File: config.mk
export PLATFORM = sky130hd
export DESIGN_NAME = pitch_snap_glide_corrector
export DESIGN_NICKNAME = d
export VERILOG_FILES = /design/src/sv/pscg_pkg.sv /design/src/sv/pscg_scan.sv /design/src/sv/pscg_mac.sv /design/src/sv/pscg_fsm.sv /design/src/sv/pitch_snap_glide_corrector.sv
export SDC_FILE = /design/constraint.sdc
export NUM_CORES = 1
export LEC_CHECK = 0
export BUFFER_PORTS_ARGS = -buffer_cell sky130_fd_sc_hd__buf_2
export CAP_MARGIN = 0
export CORE_AREA = 2 2 244 246
export CTS_BUF_LIST = sky130_fd_sc_hd__clkbuf_16
export DETAILED_ROUTE_END_ITERATION = 10
export DIE_AREA = 0 0 246 248
export PLACE_DENSITY = 0.61
export SYNTH_ARGS = -nofsm -noshare
export SYNTH_HDL_FRONTEND = slang
export SYNTH_SLANG_ARGS = --single-unit
File: constraint.sdc
create_clock -name i_clk -period 12 [get_ports i_clk]
set_input_delay 1.2 -clock i_clk [delete_from_list [all_inputs] [get_ports i_clk]]
set_output_delay 1.2 -clock i_clk [all_outputs]
set_load 0.05 [all_outputs]
File: src/sv/pscg_pkg.sv
// ----------------------------------------------------------------------------
// pscg_pkg
// Shared types, constants and the equal-tempered note table of the pitch
// snap-and-glide corrector.
// ----------------------------------------------------------------------------
`default_nettype none

package pscg_pkg;

    localparam int PITCH_W    = 16;
    localparam int COEF_W     = 16;
    localparam int NOTE_COUNT = 60;
    localparam int IDX_W      = $clog2(NOTE_COUNT);
    localparam int A4_INDEX   = 49;
    localparam int CHANGE_LIM = 16;
    localparam int ADDR_W     = 3;

    localparam logic [PITCH_W-1:0] PITCH_MAX = {PITCH_W{1'b1}};
    localparam logic [PITCH_W-1:0] PITCH_A4  = PITCH_W'(7040);
    localparam logic [COEF_W-1:0]  STRENGTH_RST = COEF_W'(32768);
    localparam logic [COEF_W-1:0]  GLIDE_RST    = COEF_W'(3277);

    // register index codes (paddr[2])
    localparam logic REG_STRENGTH = 1'b0;
    localparam logic REG_GLIDE    = 1'b1;

    typedef enum logic [2:0] {
        ST_IDLE,
        ST_SCAN,
        ST_GMUL,
        ST_GADD,
        ST_SMUL,
        ST_SADD
    } t_state;

    typedef struct packed {
        logic in_ready;
        logic take_in;
        logic scan_start;
        logic load_target;
        logic mac_load;
        logic sel_str;
        logic load_cur;
        logic load_out;
    } t_ctrl;

    typedef logic [PITCH_W-1:0] t_note_rom [NOTE_COUNT];

    // 2^(k/12) in Q24
    localparam longint unsigned SEMI_Q24 [12] = '{
        64'd16777216, 64'd17774841, 64'd18831788, 64'd19951585,
        64'd21137968, 64'd22394897, 64'd23726566, 64'd25137421,
        64'd26632170, 64'd28215802, 64'd29893600, 64'd31671166
    };

    // Note n = round(55 * 2^((n-49)/12) * 2^7), Q24 ratio, round half up.
    function automatic t_note_rom f_note_rom();
        t_note_rom         rom;
        int                s;
        int                oct;
        int                k;
        int                sh;
        longint unsigned   prod;
        longint unsigned   v;
        for (int n = 0; n < NOTE_COUNT; n++) begin
            s   = n - A4_INDEX;
            oct = (s >= 0) ? (s / 12) : -((-s + 11) / 12);
            k   = s - 12 * oct;
            sh  = oct + 7;
            if (sh < 0) sh = 0;
            if (sh > 30) sh = 30;
            prod = 64'd55 * SEMI_Q24[k];
            v    = ((prod << sh) + (64'd1 << 23)) >> 24;
            rom[n] = (v > 64'(PITCH_MAX)) ? PITCH_MAX : v[PITCH_W-1:0];
        end
        return rom;
    endfunction

    localparam t_note_rom NOTE_ROM = f_note_rom();

endpackage

`default_nettype wire

File: src/sv/pscg_scan.sv
// ----------------------------------------------------------------------------
// pscg_scan
// Nearest-note search: one note table entry compared per cycle.
// ----------------------------------------------------------------------------
`default_nettype none

module pscg_scan
    import pscg_pkg::*;
(
    input  wire logic               i_clk,
    input  wire logic               i_rst_n,
    input  wire logic               i_start,
    input  wire logic [PITCH_W-1:0] i_pitch,
    output logic                    o_done,
    output logic [PITCH_W-1:0]      o_note
);

    localparam logic [IDX_W-1:0] IDX_LAST = IDX_W'(NOTE_COUNT - 1);

    logic               r_busy;
    logic               r_done;
    logic [IDX_W-1:0]   r_idx;
    logic [PITCH_W-1:0] r_pc;
    logic [PITCH_W-1:0] r_best;
    logic [PITCH_W-1:0] r_best_dist;

    logic [PITCH_W-1:0] n_pc;
    logic [PITCH_W-1:0] note;
    logic [PITCH_W:0]   diff;
    logic [PITCH_W-1:0] note_dist;
    logic               take;

    // clamp to the table range
    always_comb begin
        n_pc = i_pitch;
        if (i_pitch < NOTE_ROM[0]) n_pc = NOTE_ROM[0];
        if (i_pitch > NOTE_ROM[NOTE_COUNT-1]) n_pc = NOTE_ROM[NOTE_COUNT-1];
    end

    // strict compare: lower note wins a tie
    always_comb begin
        note      = NOTE_ROM[r_idx];
        diff      = {1'b0, r_pc} - {1'b0, note};
        note_dist = diff[PITCH_W] ? PITCH_W'(-diff) : diff[PITCH_W-1:0];
        take      = (r_idx == '0) || (note_dist < r_best_dist);
    end

    always_ff @(posedge i_clk) begin
        if (!i_rst_n) begin
            r_busy <= 1'b0;
            r_done <= 1'b0;
            r_idx  <= '0;
        end else begin
            r_done <= 1'b0;
            if (i_start) begin
                r_busy <= 1'b1;
                r_idx  <= '0;
            end else if (r_busy) begin
                if (r_idx == IDX_LAST) begin
                    r_busy <= 1'b0;
                    r_done <= 1'b1;
                end else begin
                    r_idx <= r_idx + 1'b1;
                end
            end
        end
    end

    always_ff @(posedge i_clk) begin
        if (i_start) r_pc <= n_pc;
        if (r_busy && take) begin
            r_best      <= note;
            r_best_dist <= note_dist;
        end
    end

    assign o_done = r_done;
    assign o_note = r_best;

endmodule

`default_nettype wire

File: src/sv/pscg_mac.sv
// ----------------------------------------------------------------------------
// pscg_mac
// Shared move unit: base + floor(coef * (other - base) / 2^15), saturated.
// Product registered; sum formed combinationally from the held product.
// ----------------------------------------------------------------------------
`default_nettype none

module pscg_mac
    import pscg_pkg::*;
(
    input  wire logic               i_clk,
    input  wire logic               i_load,
    input  wire logic [PITCH_W-1:0] i_base,
    input  wire logic [PITCH_W-1:0] i_other,
    input  wire logic [COEF_W-1:0]  i_coef,
    output logic [PITCH_W-1:0]      o_result
);

    localparam int PROD_W = PITCH_W + COEF_W + 2;
    localparam int SHF_W  = PROD_W - 15;
    localparam int SUM_W  = SHF_W + 2;

    logic signed [PITCH_W:0]   diff;
    logic signed [PROD_W-1:0]  n_prod;
    logic signed [PROD_W-1:0]  r_prod;
    logic signed [SUM_W-1:0]   sum;

    always_comb begin
        diff   = $signed({1'b0, i_other}) - $signed({1'b0, i_base});
        n_prod = PROD_W'(diff * $signed({1'b0, i_coef}));
    end

    always_ff @(posedge i_clk) begin
        if (i_load) r_prod <= n_prod;
    end

    // arithmetic shift floors toward minus infinity
    always_comb begin
        sum = $signed(SUM_W'({1'b0, i_base}))
            + SUM_W'($signed(r_prod[PROD_W-1:15]));
        if (sum < 0)
            o_result = '0;
        else if (sum > $signed(SUM_W'({1'b0, PITCH_MAX})))
            o_result = PITCH_MAX;
        else
            o_result = sum[PITCH_W-1:0];
    end

endmodule

`default_nettype wire

File: src/sv/pscg_fsm.sv
// ----------------------------------------------------------------------------
// pscg_fsm
// Sequencer: intake, note search, glide move, strength blend, output.
// ----------------------------------------------------------------------------
`default_nettype none

module pscg_fsm
    import pscg_pkg::*;
(
    input  wire logic i_clk,
    input  wire logic i_rst_n,
    input  wire logic i_in_valid,
    input  wire logic i_changed,
    input  wire logic i_scan_done,
    input  wire logic i_out_free,
    output t_ctrl     o_ctrl
);

    t_state r_state;
    t_state n_state;

    always_ff @(posedge i_clk) begin
        if (!i_rst_n) r_state <= ST_IDLE;
        else          r_state <= n_state;
    end

    always_comb begin
        n_state = r_state;
        case (r_state)
            ST_IDLE: begin
                if (i_in_valid) n_state = i_changed ? ST_SCAN : ST_GMUL;
            end
            ST_SCAN: begin
                if (i_scan_done) n_state = ST_GMUL;
            end
            ST_GMUL: n_state = ST_GADD;
            ST_GADD: n_state = ST_SMUL;
            ST_SMUL: n_state = ST_SADD;
            ST_SADD: begin
                if (i_out_free) n_state = ST_IDLE;
            end
            default: n_state = ST_IDLE;
        endcase
    end

    always_comb begin
        o_ctrl = '0;
        case (r_state)
            ST_IDLE: begin
                o_ctrl.in_ready   = 1'b1;
                o_ctrl.take_in    = i_in_valid;
                o_ctrl.scan_start = i_in_valid && i_changed;
            end
            ST_SCAN: o_ctrl.load_target = i_scan_done;
            ST_GMUL: o_ctrl.mac_load    = 1'b1;
            ST_GADD: o_ctrl.load_cur    = 1'b1;
            ST_SMUL: begin
                o_ctrl.sel_str  = 1'b1;
                o_ctrl.mac_load = 1'b1;
            end
            ST_SADD: begin
                o_ctrl.sel_str  = 1'b1;
                o_ctrl.load_out = i_out_free;
            end
            default: o_ctrl = '0;
        endcase
    end

endmodule

`default_nettype wire

File: src/sv/pitch_snap_glide_corrector.sv
// ----------------------------------------------------------------------------
// pitch_snap_glide_corrector
// Snaps a detected pitch toward the nearest equal-tempered note with a glide
// and blends the result with the input by a strength factor.
// ----------------------------------------------------------------------------
// Flow: an input is taken while idle; when it moved by more than 1 Hz the note
//   table is searched, one entry per cycle in the scan unit, then the glide
//   move and the strength blend run and the result is loaded for output.
// Intake: one item at a time, no new input before the last is done; next input
//   taken once the result is in the output register, so a held result does
//   not block the next intake.
// Reset (synchronous, i_rst_n low): current/target 7040 (A4), last accepted 0,
//   strength 32768, glide 3277, no result pending.
`default_nettype none

module pitch_snap_glide_corrector
    import pscg_pkg::*;
(
    input  wire logic               i_clk,
    input  wire logic               i_rst_n,
    // input channel
    input  wire logic               i_in_valid,
    output logic                    o_in_stall,
    input  wire logic [PITCH_W-1:0] i_pitch_in,
    // output channel
    output logic                    o_out_valid,
    input  wire logic               i_out_stall,
    output logic [PITCH_W-1:0]      o_pitch_out,
    // configuration port
    input  wire logic               psel,
    input  wire logic               penable,
    input  wire logic               pwrite,
    input  wire logic [ADDR_W-1:0]  paddr,
    input  wire logic [31:0]        pwdata,
    output logic [31:0]             prdata,
    output logic                    pready
);

    // ------------------------------------------------------------------
    // Configuration registers. The user must write them only while idle; the block itself does not enforce it.
    // ------------------------------------------------------------------
    logic [COEF_W-1:0] r_strength;
    logic [COEF_W-1:0] r_glide;
    logic              cfg_wr;

    assign pready = 1'b1;
    assign cfg_wr = psel && penable && pwrite;

    always_ff @(posedge i_clk) begin
        if (!i_rst_n) begin
            r_strength <= STRENGTH_RST;
            r_glide    <= GLIDE_RST;
        end else if (cfg_wr) begin
            case (paddr[2])
                REG_STRENGTH: r_strength <= pwdata[COEF_W-1:0];
                REG_GLIDE:    r_glide    <= pwdata[COEF_W-1:0];
                default:      ;
            endcase
        end
    end

    always_comb begin
        case (paddr[2])
            REG_STRENGTH: prdata = 32'(r_strength);
            REG_GLIDE:    prdata = 32'(r_glide);
            default:      prdata = '0;
        endcase
    end

    // ------------------------------------------------------------------
    // Pitch state
    // ------------------------------------------------------------------
    t_ctrl              ctrl;
    logic [PITCH_W-1:0] r_pitch;     // item being worked on
    logic [PITCH_W-1:0] r_last;      // last accepted (moved) input
    logic [PITCH_W-1:0] r_current;
    logic [PITCH_W-1:0] r_target;
    logic [PITCH_W-1:0] r_pitch_out;
    logic               r_out_valid;

    logic [PITCH_W:0]   chg_diff;
    logic [PITCH_W-1:0] chg_abs;
    logic               changed;
    logic               out_free;
    logic               scan_done;
    logic [PITCH_W-1:0] scan_note;
    logic [PITCH_W-1:0] mac_base;
    logic [PITCH_W-1:0] mac_other;
    logic [COEF_W-1:0]  mac_coef;
    logic [PITCH_W-1:0] mac_result;

    // change test: move must exceed 1 Hz strictly
    always_comb begin
        chg_diff = {1'b0, i_pitch_in} - {1'b0, r_last};
        chg_abs  = chg_diff[PITCH_W] ? PITCH_W'(-chg_diff) : chg_diff[PITCH_W-1:0];
        changed  = chg_abs > PITCH_W'(CHANGE_LIM);
    end

    assign out_free = !r_out_valid || !i_out_stall;

    always_ff @(posedge i_clk) begin
        if (!i_rst_n) begin
            r_last    <= '0;
            r_current <= PITCH_A4;
            r_target  <= PITCH_A4;
        end else begin
            if (ctrl.take_in && changed) r_last    <= i_pitch_in;
            if (ctrl.load_target)        r_target  <= scan_note;
            if (ctrl.load_cur)           r_current <= mac_result;
        end
    end

    always_ff @(posedge i_clk) begin
        if (ctrl.take_in)  r_pitch     <= i_pitch_in;
        if (ctrl.load_out) r_pitch_out <= mac_result;
    end

    // output register: a held result does not block the next intake
    always_ff @(posedge i_clk) begin
        if (!i_rst_n)
            r_out_valid <= 1'b0;
        else if (ctrl.load_out)
            r_out_valid <= 1'b1;
        else if (!i_out_stall)
            r_out_valid <= 1'b0;
    end

    // ------------------------------------------------------------------
    // Shared move unit: glide pass moves current toward target, strength
    // pass blends the input toward the new current.
    // ------------------------------------------------------------------
    always_comb begin
        if (ctrl.sel_str) begin
            mac_base  = r_pitch;
            mac_other = r_current;
            mac_coef  = r_strength;
        end else begin
            mac_base  = r_current;
            mac_other = r_target;
            mac_coef  = r_glide;
        end
    end

    pscg_mac u_mac (
        .i_clk    (i_clk),
        .i_load   (ctrl.mac_load),
        .i_base   (mac_base),
        .i_other  (mac_other),
        .i_coef   (mac_coef),
        .o_result (mac_result)
    );

    pscg_scan u_scan (
        .i_clk   (i_clk),
        .i_rst_n (i_rst_n),
        .i_start (ctrl.scan_start),
        .i_pitch (i_pitch_in),
        .o_done  (scan_done),
        .o_note  (scan_note)
    );

    pscg_fsm u_fsm (
        .i_clk       (i_clk),
        .i_rst_n     (i_rst_n),
        .i_in_valid  (i_in_valid),
        .i_changed   (changed),
        .i_scan_done (scan_done),
        .i_out_free  (out_free),
        .o_ctrl      (ctrl)
    );

    assign o_in_stall  = !ctrl.in_ready;
    assign o_out_valid = r_out_valid;
    assign o_pitch_out = r_pitch_out;

endmodule

`default_nettype wire
==> results.toml, run 1 <==
[run_status]
outcome = "finished, final reports clean"

[grt]
grt_max_degree = 93
antenna_found_initial = 0
grt_pass1_vias = 18456
grt_pass1_wl_um = 103000
grt_remaining_overflow = 0
grt_usage_pct = 21.5

[critical_path]
end_kind = "flop"
worst-setup-path-type = "flop to flop"
cp_slowest_stage_delay_ps = 1010
r2r_start = "u_fsm.r_state[2]$_SDFFE_PN0P_"
cp_top_family = "adder cells"
crit_buf_inv = 6
r2r.worst_path.cells = 36
rrSetupSlack_ps = 1010
worst_path_max_delay_cell = "a2111oi_1"
cp-start-kind = "flop"
critPathMaxFanout = 19
cp.required_ps = 12210
critPathMostFrequentCell = "fa_1"
regToRegEndpoint = "u_mac.r_prod[33]$_DFFE_PN_"
crit_arrival_ps = 11200

[clock_tree]
root_buffer = "clkbuf_16"
cts_sinks = 187
htree_levels = 4
hold_buffers = 0
post_cts_resize_count = 0
path_clk_slew_ps = 80
post_cts_buffers = 0
cts_tree = "yes"
clock_latency_ps = 480
cts_buffer_depth = 2
numCtsBuffers = 17

[die]
fp.dieW_um = 246
dieArea_sq_um = 61000
start_util_pct = 39.4
io_pins = 109
fp.dieH_um = 248
core_area_sq_um = 58500
rows = 89

[yosys]
syn_inst = 2654
yosys_warnings = 0
async_flop_share_pct = 0
syn_area_sq_um = 23000
postSynthAreaPerCell_sq_um = 8.68
synth_cell_types = 91
synth-seq-cells = 187
yosysSeqAreaShare_pct = 20.5
synth_edf_count = 97
ys.flop_type = "edfxtp_1"

[routing]
drt_pass1_iterations = 6
drt_first_iter_violations = 1620
drc_errors = 0
via_per_inst = 5.39
met2_wirelength_um = 29700
met1Wirelength_um = 29100
dr_wl_met3_um = 4060
vias = 18652
top_layer = "met4"
wl_per_cell_um = 18.5
antenna_left = 0
wirelength_um = 64100

[finish]
nFillCells = 5742
syn_to_final_growth_pct = 7.73
most-common-layout-cells = "446 x nand2_1, 415 x inv_1, 281 x fa_1"
diodes = 0
drive_gt1_share_pct = 7.51
final_common_cell = "nand2_1"
nNetsFinal = 3185

[timing]
tightest_slew_ps = 1360
hold_viol = 0
finClkSkew_ps = 18.9
fin_crit_ps = 10990
tns_ps = 0
drv_slew = 0
rsz0062_at_grt = "no"
fin_crit_sh_pct = 91.6
slew_headroom_pct = 9.10
setup_viol = 0
max_freq_mhz = 91.0
timing.final.ws_setup_ps = 1010

[worst_hold_path]
holdPathStages = 2
min_to = "r_last[15]$_SDFFE_PN0P_"
hold_path.class = "flop to flop"
min_from = "r_last[15]$_SDFFE_PN0P_"

[placed_design]
dpl.hpwl_um = 51200
dpl_worst_slack_ps = 1100
io_buffers = 73
gp_congestion = 0.929

[flow_run]
drv_cap = 0
-- worst max-delay path by stage --
| stage | end | startpoint | cells past startpoint | slack [ps] |
|---|---|---|---|---|
| after floorplan | u_mac.r_prod[33]$_DFFE_PN_ | u_fsm.r_state[1]$_SDFFE_PN0P_ | 40 | 2080 |
| after global placement | u_mac.r_prod[33]$_DFFE_PN_ | u_fsm.r_state[2]$_SDFFE_PN0P_ | 36 | 1330 |
| after detailed placement | u_mac.r_prod[33]$_DFFE_PN_ | u_fsm.r_state[2]$_SDFFE_PN0P_ | 36 | 1100 |
| after CTS | u_mac.r_prod[33]$_DFFE_PN_ | u_fsm.r_state[2]$_SDFFE_PN0P_ | 36 | 990 |
| after global routing | u_mac.r_prod[33]$_DFFE_PN_ | u_fsm.r_state[1]$_SDFFE_PN0P_ | 34 | 280 |
| final | u_mac.r_prod[33]$_DFFE_PN_ | u_fsm.r_state[2]$_SDFFE_PN0P_ | 36 | 1010 |
-- per-stage QoR --
step	util [%]	hold WS, ps	cells	instance area [sq um]
2_1_floorplan	-	433	2671	23100
3_3_place_gp	41.4	443	3429	24200
3_5_place_dp	41.4	447	3429	24200
4_1_cts	42.5	467	3461	24800
5_1_grt	42.5	475	3461	24800
6_report	42.5	463	3461	24800
-- logic make-up after synthesis --
family          count (synthesis)  share of synthesized area [%]
compound gates                419                           12.8
xor+xnor                       88                           3.34
fa+ha+maj                     453                           33.7
buf+inv                       544                           9.22
flops                         187                           20.5
mux                            62                           2.95
other cells                     2                         0.0326
simple gates                  899                           17.4
-- worst min-delay path: cells and delay by family, from the launching register on --
family	cells	cell delay (ps)
and+or+nand+nor	1	50
muxes	1	50
DFF	1	320
-- cells in the mapped netlist (all sizes together) (15+ instances only) --
library cell,n,area (sq um)
o21a,43,323
clkbuf,92,345
edfxtp,97,2910
ha,171,2140
o21ai,56,280
nor3,38,201
a21boi,46,345
xnor2,59,517
xor2,29,254
nor2b,26,163
mux2i,42,420
nand2b,29,181
mux2,17,191
a31oi,35,219
dfxtp,90,1800
inv,415,1560
nor2,188,706
and2,29,183
a21oi,75,375
buf,36,218
nand2,446,1670
nand3,47,240
a21o,22,165
fa,281,5630
nor4,18,113
a311oi,15,149
-- area by class of cell --
cell class | count | area, sq um | area share, %
Clock buffer | 17 | 425 | 1.71
Clock inverter | 15 | 193 | 0.776
Inverter | 416 | 1560 | 6.29
Multi-Input combinational cell | 1940 | 16300 | 65.7
Sequential cell | 187 | 4710 | 19.0
Tap cell | 773 | 967 | 3.90
Timing Repair Buffer | 113 | 666 | 2.68
-- registers in the layout (all words and copies together) (netlist names) --
signal              cells
r_current              16
r_strength             16
r_pitch                16
r_glide                16
u_scan.r_busy           1
u_scan.r_best_dist     16
o_pitch_out            16
u_scan.r_idx            6
u_scan.o_note          14
r_target               14
r_last                 16
u_scan.r_pc            16
u_fsm.r_state           3
o_out_valid             1
u_mac.r_prod           19
u_scan.o_done           1
-- routing by layer --
layer  global-route usage (%)  vias to the layer above
met3                     2.40                       70
met5                        0                        -
met4                     5.13                        0
li1                         -                     8725
met2                     34.7                      643
met1                     30.9                     9214
Power of run 1 is not shown: default switching activity piles up to over one toggle a cycle in this logic, so the estimate is an artifact.
==> inputs of run 2 (changes only) <==
Settings changed: CORE_AREA 2 2 244 246 to 2 2 246 248, DIE_AREA 0 0 246 248 to 0 0 248 250, PLACE_DENSITY 0.61 to 0.62, SYNTH_HIERARCHICAL set to 1.
==> results.toml, run 2 <==
[timing]
fin_crit_ps = 10120
tns_ps = 0
finClkSkew_ps = 13.7
holdWs_ps = 463
timing.final.ws_setup_ps = 1880
setup_viol = 0
drv_slew = 0
slew_headroom_pct = 17.7
hold_viol = 0
fin_crit_sh_pct = 84.3
rsz0062_at_grt = "no"
max_freq_mhz = 98.9
tightest_slew_ps = 1230

[die]
fp.dieH_um = 250
io_pins = 109
start_util_pct = 39.6
core_area_sq_um = 59600
dieArea_sq_um = 62000
fp.dieW_um = 248
rows = 90

[yosys]
yosys_warnings = 6
ys.flop_type = "edfxtp_1"
synth_area_leader_cell = "fa_1"
synth_edf_count = 97
synthTopCellsByArea = "fa_1 24%, edfxtp_1 12%, ha_1 9.3%"
ys_top_cells_by_count = "445 x inv_1, 318 x nand2_1, 281 x fa_1"
syn_area_sq_um = 23600
yosysSeqAreaShare_pct = 20.1
synth.most_common_cell = "inv_1"
async_flop_share_pct = 0
synth-seq-cells = 189
syn_inst = 2608
postSynthAreaPerCell_sq_um = 9.05
synth_cell_types = 98
yosys.area.top_type_share_pct = 23.8

[finish]
diodes = 0
nFillCells = 5797
regMostFlops = "u_mac/r_prod"
multi_input_area_sq_um = 16700
most-common-layout-cells = "445 x inv_1, 318 x nand2_1, 281 x fa_1"
stdcell_area_sq_um = 25200
regArea_sq_um = 4750
fin_util_pct = 42.2
nNetsFinal = 3114
final_common_cell = "inv_1"
stdcell_count = 3395
largest_register_ff_count = 19
syn_to_final_growth_pct = 6.55
drive_gt1_share_pct = 9.07

[grt]
antenna_found_initial = 2
grt_max_degree = 103
grt_usage_pct = 19.7
grt_pass1_vias = 18452
grt_pass1_wl_um = 97300
grt_remaining_overflow = 0

[placed_design]
dp.cells = 3363
dpl.hpwl_um = 46200
dpl_cell_area_sq_um = 24500
dpl_worst_slack_ps = 1870
io_buffers = 73
gp_congestion = 0.890

[routing]
drt_pass1_iterations = 5
drc_errors = 0
via_per_inst = 5.28
antenna_left = 0
wl_per_cell_um = 17.5
drt_first_iter_violations = 1068
wirelength_um = 59300
vias = 17938

[clock_tree]
cts_sinks = 189
post_cts_resize_count = 0
path_clk_slew_ps = 70
htree_levels = 4
cts_tree = "yes"
numCtsBuffers = 17
post_cts_buffers = 0
cts_buffer_depth = 2
root_buffer = "clkbuf_16"
clock_latency_ps = 460
hold_buffers = 0

[worst_hold_path]
holdPathStages = 2
min_to = "r_last[5]$_SDFFE_PN0P_"
min_from = "r_last[5]$_SDFFE_PN0P_"
hold_path.class = "flop to flop"

[critical_path]
cp_top_family = "adder cells"
r2r_start = "u_fsm/r_state[2]$_SDFFE_PN0P_"
cp-start-kind = "flop"
cp.required_ps = 12200
rrSetupSlack_ps = 1880
r2r.worst_path.cells = 32
cp_slowest_stage_delay_ps = 710
crit_buf_inv = 5
worst-setup-path-type = "flop to flop"
critPathMaxFanout = 18
regToRegEndpoint = "u_mac/r_prod[33]$_DFFE_PP_"
critPathMostFrequentCell = "fa_1"
crit_arrival_ps = 10320
worst_path_max_delay_cell = "xnor2_1"
end_kind = "flop"

[power]
powerDensity_nw_per_um2 = 63.0
total_leakage_power_nw = 11.3
vdd_drop_max_mv = 0.102
finalPower_mw = 1.58

[flow_run]
drv_cap = 0

[run_status]
outcome = "finished, final reports clean"
run 2: cell families (layout without fill, tap and decap cells):
logic type / Yosys count / in the layout / share of synthesized area, %
adders and majority gates: 456 / 456 / 33.1
other: 3 / 21 / 0.0477
AOI/OAI and AO/OA: 403 / 403 / 11.9
and+or+nand+nor: 769 / 769 / 16.1
DFF: 189 / 189 / 20.1
buffers and inverters: 578 / 565 / 9.88
xor gates and xnor gates: 86 / 86 / 3.19
muxes: 124 / 124 / 5.63
run 2: area by class of cell:
type | instances | area share (%)
sequential | 189 | 18.9
clock buffer | 17 | 1.69
inverter | 445 | 6.64
multi-input combinational | 1859 | 66.3
clock inverter | 15 | 0.716
timing repair buffer | 88 | 1.90
tap | 782 | 3.89
run 2: tightest hold or removal path: cells and delay by family (launching register included):
| family | cells | cell delay (ps) |
|---|---|---|
| flops | 1 | 320 |
| mux | 1 | 50 |
| simple gates | 1 | 50 |
run 2: worst max path at each step:
| stage | endpoint | startpoint | slack (ps) | cells past startpoint |
|---|---|---|---|---|
| after floorplan | u_mac/r_prod[32]$_DFFE_PP_ | u_fsm/r_state[2]$_SDFFE_PN0P_ | 2810 | 33 |
| after global placement | u_mac/r_prod[33]$_DFFE_PP_ | u_fsm/r_state[2]$_SDFFE_PN0P_ | 1980 | 32 |
| after detailed placement | u_mac/r_prod[33]$_DFFE_PP_ | u_fsm/r_state[2]$_SDFFE_PN0P_ | 1870 | 32 |
| after CTS | u_mac/r_prod[33]$_DFFE_PP_ | u_fsm/r_state[2]$_SDFFE_PN0P_ | 1860 | 32 |
| after global routing | u_mac/r_prod[33]$_DFFE_PP_ | u_fsm/r_state[2]$_SDFFE_PN0P_ | 1240 | 32 |
| final | u_mac/r_prod[33]$_DFFE_PP_ | u_fsm/r_state[2]$_SDFFE_PN0P_ | 1880 | 32 |
run 2: metal layers:
metal | global-route usage, % | share of wire, % | vias up | wire length (um)
met5 | 0 | 0 | - | 0
met4 | 5.00 | 2.2 | 0 | 1280
met3 | 2.81 | 4.3 | 75 | 2560
met2 | 32.7 | 48 | 469 | 28600
met1 | 26.9 | 45 | 8904 | 26900
li1 | - | - | 8490 | -
run 2: power breakdown:
| part | internal [mW] | leakage (nW) | switching [mW] |
|---|---|---|---|
| Sequential | 0.707 | 1.64 | 0.0134 |
| Combinational | 0.101 | 9.34 | 0.177 |
| Clock | 0.285 | 0.292 | 0.302 |
Note: power is estimated with default switching activity, not from simulation.
==> inputs of run 3 (changes only) <==
Settings changed: PLACE_DENSITY 0.62 to 0.64.
Clock period 12 ns to 8.6 ns, I/O delays scaled along.
==> results.toml, run 3 (synthesized netlist as in run 2, its figures left out) <==
[clock_tree]
cts_buffer_depth = 2
hold_buffers = 0
htree_levels = 4
numCtsBuffers = 17
cts_sinks = 189
root_buffer = "clkbuf_16"
cts_tree = "yes"
path_clk_slew_ps = 80
clock_latency_ps = 470

[die]
core_area_sq_um = 59600
rows = 90
start_util_pct = 39.6
fp.dieH_um = 250
dieArea_sq_um = 62000
io_pins = 109
fp.dieW_um = 248

[routing]
drc_errors = 0
wl_per_cell_um = 17.6
drt_first_iter_violations = 1351
drt_pass1_iterations = 6
wirelength_um = 61500
vias = 18474
antenna_left = 0
via_per_inst = 5.27

[finish]
syn_to_final_growth_pct = 11.5
largest_register_ff_count = 19
final_common_cell = "inv_1"
stdcell_area_sq_um = 26300
most-common-layout-cells = "445 x inv_1, 318 x nand2_1, 275 x fa_1"
nFillCells = 5741
nNetsFinal = 3221
stdcell_count = 3503
fin_util_pct = 44.2
drive_gt1_share_pct = 13.9
regMostFlops = "u_mac/r_prod"

[power]
power.internal_mw = 1.57
clkPwrFrac_pct = 38.0
switchingPower_mw = 0.693
total_leakage_power_nw = 11.9
pwr-share-seq_pct = 44.4
finalPower_mw = 2.26
sw_frac_of_total_pct = 30.6
vdd_drop_max_mv = 0.152
p_comb_share_pct = 17.6
powerDensity_nw_per_um2 = 86.0

[critical_path]
end_kind = "flop"
cp.required_ps = 8800
worst_path_max_delay_cell = "fa_1"
critPathMostFrequentCell = "fa_1"
crit_arrival_ps = 8610
cp-start-kind = "flop"
critPathMaxFanout = 12
worst-setup-path-type = "flop to flop"
cp_slowest_stage_delay_ps = 540

[grt]
grt_pass1_wl_um = 98000
grt_pass1_vias = 18702
grt_remaining_overflow = 0
grt_usage_pct = 19.9
antenna_found_initial = 0
grt_max_degree = 103

[timing]
timing.final.ws_setup_ps = 188
slew_headroom_pct = 10.7
hold_viol = 0
setup_viol = 0
fin_crit_ps = 8410
max_freq_mhz = 119
tightest_slew_ps = 1330
holdWs_ps = 464
fin_crit_sh_pct = 97.8
drv_slew = 0
tns_ps = 0
finClkSkew_ps = 15.5

[run_status]
outcome = "finished, final reports clean"

[placed_design]
dp.cells = 3454
dpl_worst_slack_ps = -185
dpl_cell_area_sq_um = 25200
io_buffers = 73
dpl.hpwl_um = 48900
gp_congestion = 0.930

[worst_hold_path]
hold_path.class = "flop to flop"

[flow_run]
drv_cap = 0
==> run 3: changes by cell type in the layout (fill, tap and decap cells not counted), sizes merged <==
cell | previous run | this run
inv | 454 | 451
diode | 0 | 1
clkinvlp | 1 | 2
buf | 88 | 194
bufinv | 0 | 1
clkbuf | 17 | 19
==> run 3: worst max-delay path, delay by kind of cell (launching register included) <==
family	cells	cell delay, ps
AOI/OAI and AO/OA	8	1870
xor gates and xnor gates	1	100
adders and majority gates	8	3660
buffers and inverters	7	890
DFF	1	350
muxes	1	340
and+or+nand+nor	4	930
==> run 3: power groups by stage <==
stage | Clock, mW | Combinational, mW | Sequential, mW
final | 0.860 | 0.398 | 1.00
after global routing | 0.916 | 0.440 | 1.01
after detailed placement | 0 | 0.394 | 1.02
after floorplan | 0 | 0.301 | 1.02
after CTS | 0.880 | 0.395 | 1.00
after global placement | 0 | 0.381 | 1.02
==> run 3: metal layers <==
layer  up-vias  GRT usage, %  part of all wire [%]  wire length [um]
met5         -             0                     0                 0
met2       541          32.6                    48             29400
met1      9128          27.2                    45             27400
met3        85          2.73                   5.3              3280
li1       8720             -                     -                 -
met4         0          5.78                   2.3              1440
==> run 3: path summary, 6_finish.rpt <==
path                                                    start                    endpoint  slack (ps)  depth (start not counted)
worst max-delay path            u_fsm/r_state[2]$_SDFFE_PN0P_  u_mac/r_prod[27]$_DFFE_PP_         190                         29
worst max register to register  u_fsm/r_state[2]$_SDFFE_PN0P_  u_mac/r_prod[27]$_DFFE_PP_         190                         29
worst min-delay path                   r_last[3]$_SDFFE_PN0P_      r_last[3]$_SDFFE_PN0P_         460                          2
worst min register to register         r_last[3]$_SDFFE_PN0P_      r_last[3]$_SDFFE_PN0P_         460                          2
==> run 3: final cells by class <==
type	count	area, sq um	area share (%)
diodes	1	2.50	0.00951
clock buffers	18	450	1.71
clock inverters	14	186	0.709
inverters	445	1670	6.35
multi-input cells	1859	16900	64.2
flip-flops and latches	189	4750	18.1
well taps	782	978	3.72
repair buffers	195	1370	5.21
==> run 3: what timing repair did <==
action	4_1_cts	5_1_grt
cloned	0	1
hold endpoints to repair	0	0
pin swaps	1	32
gates resized for setup	2	58
endpoints found under the setup margin	8	14
buffers inserted	0	16
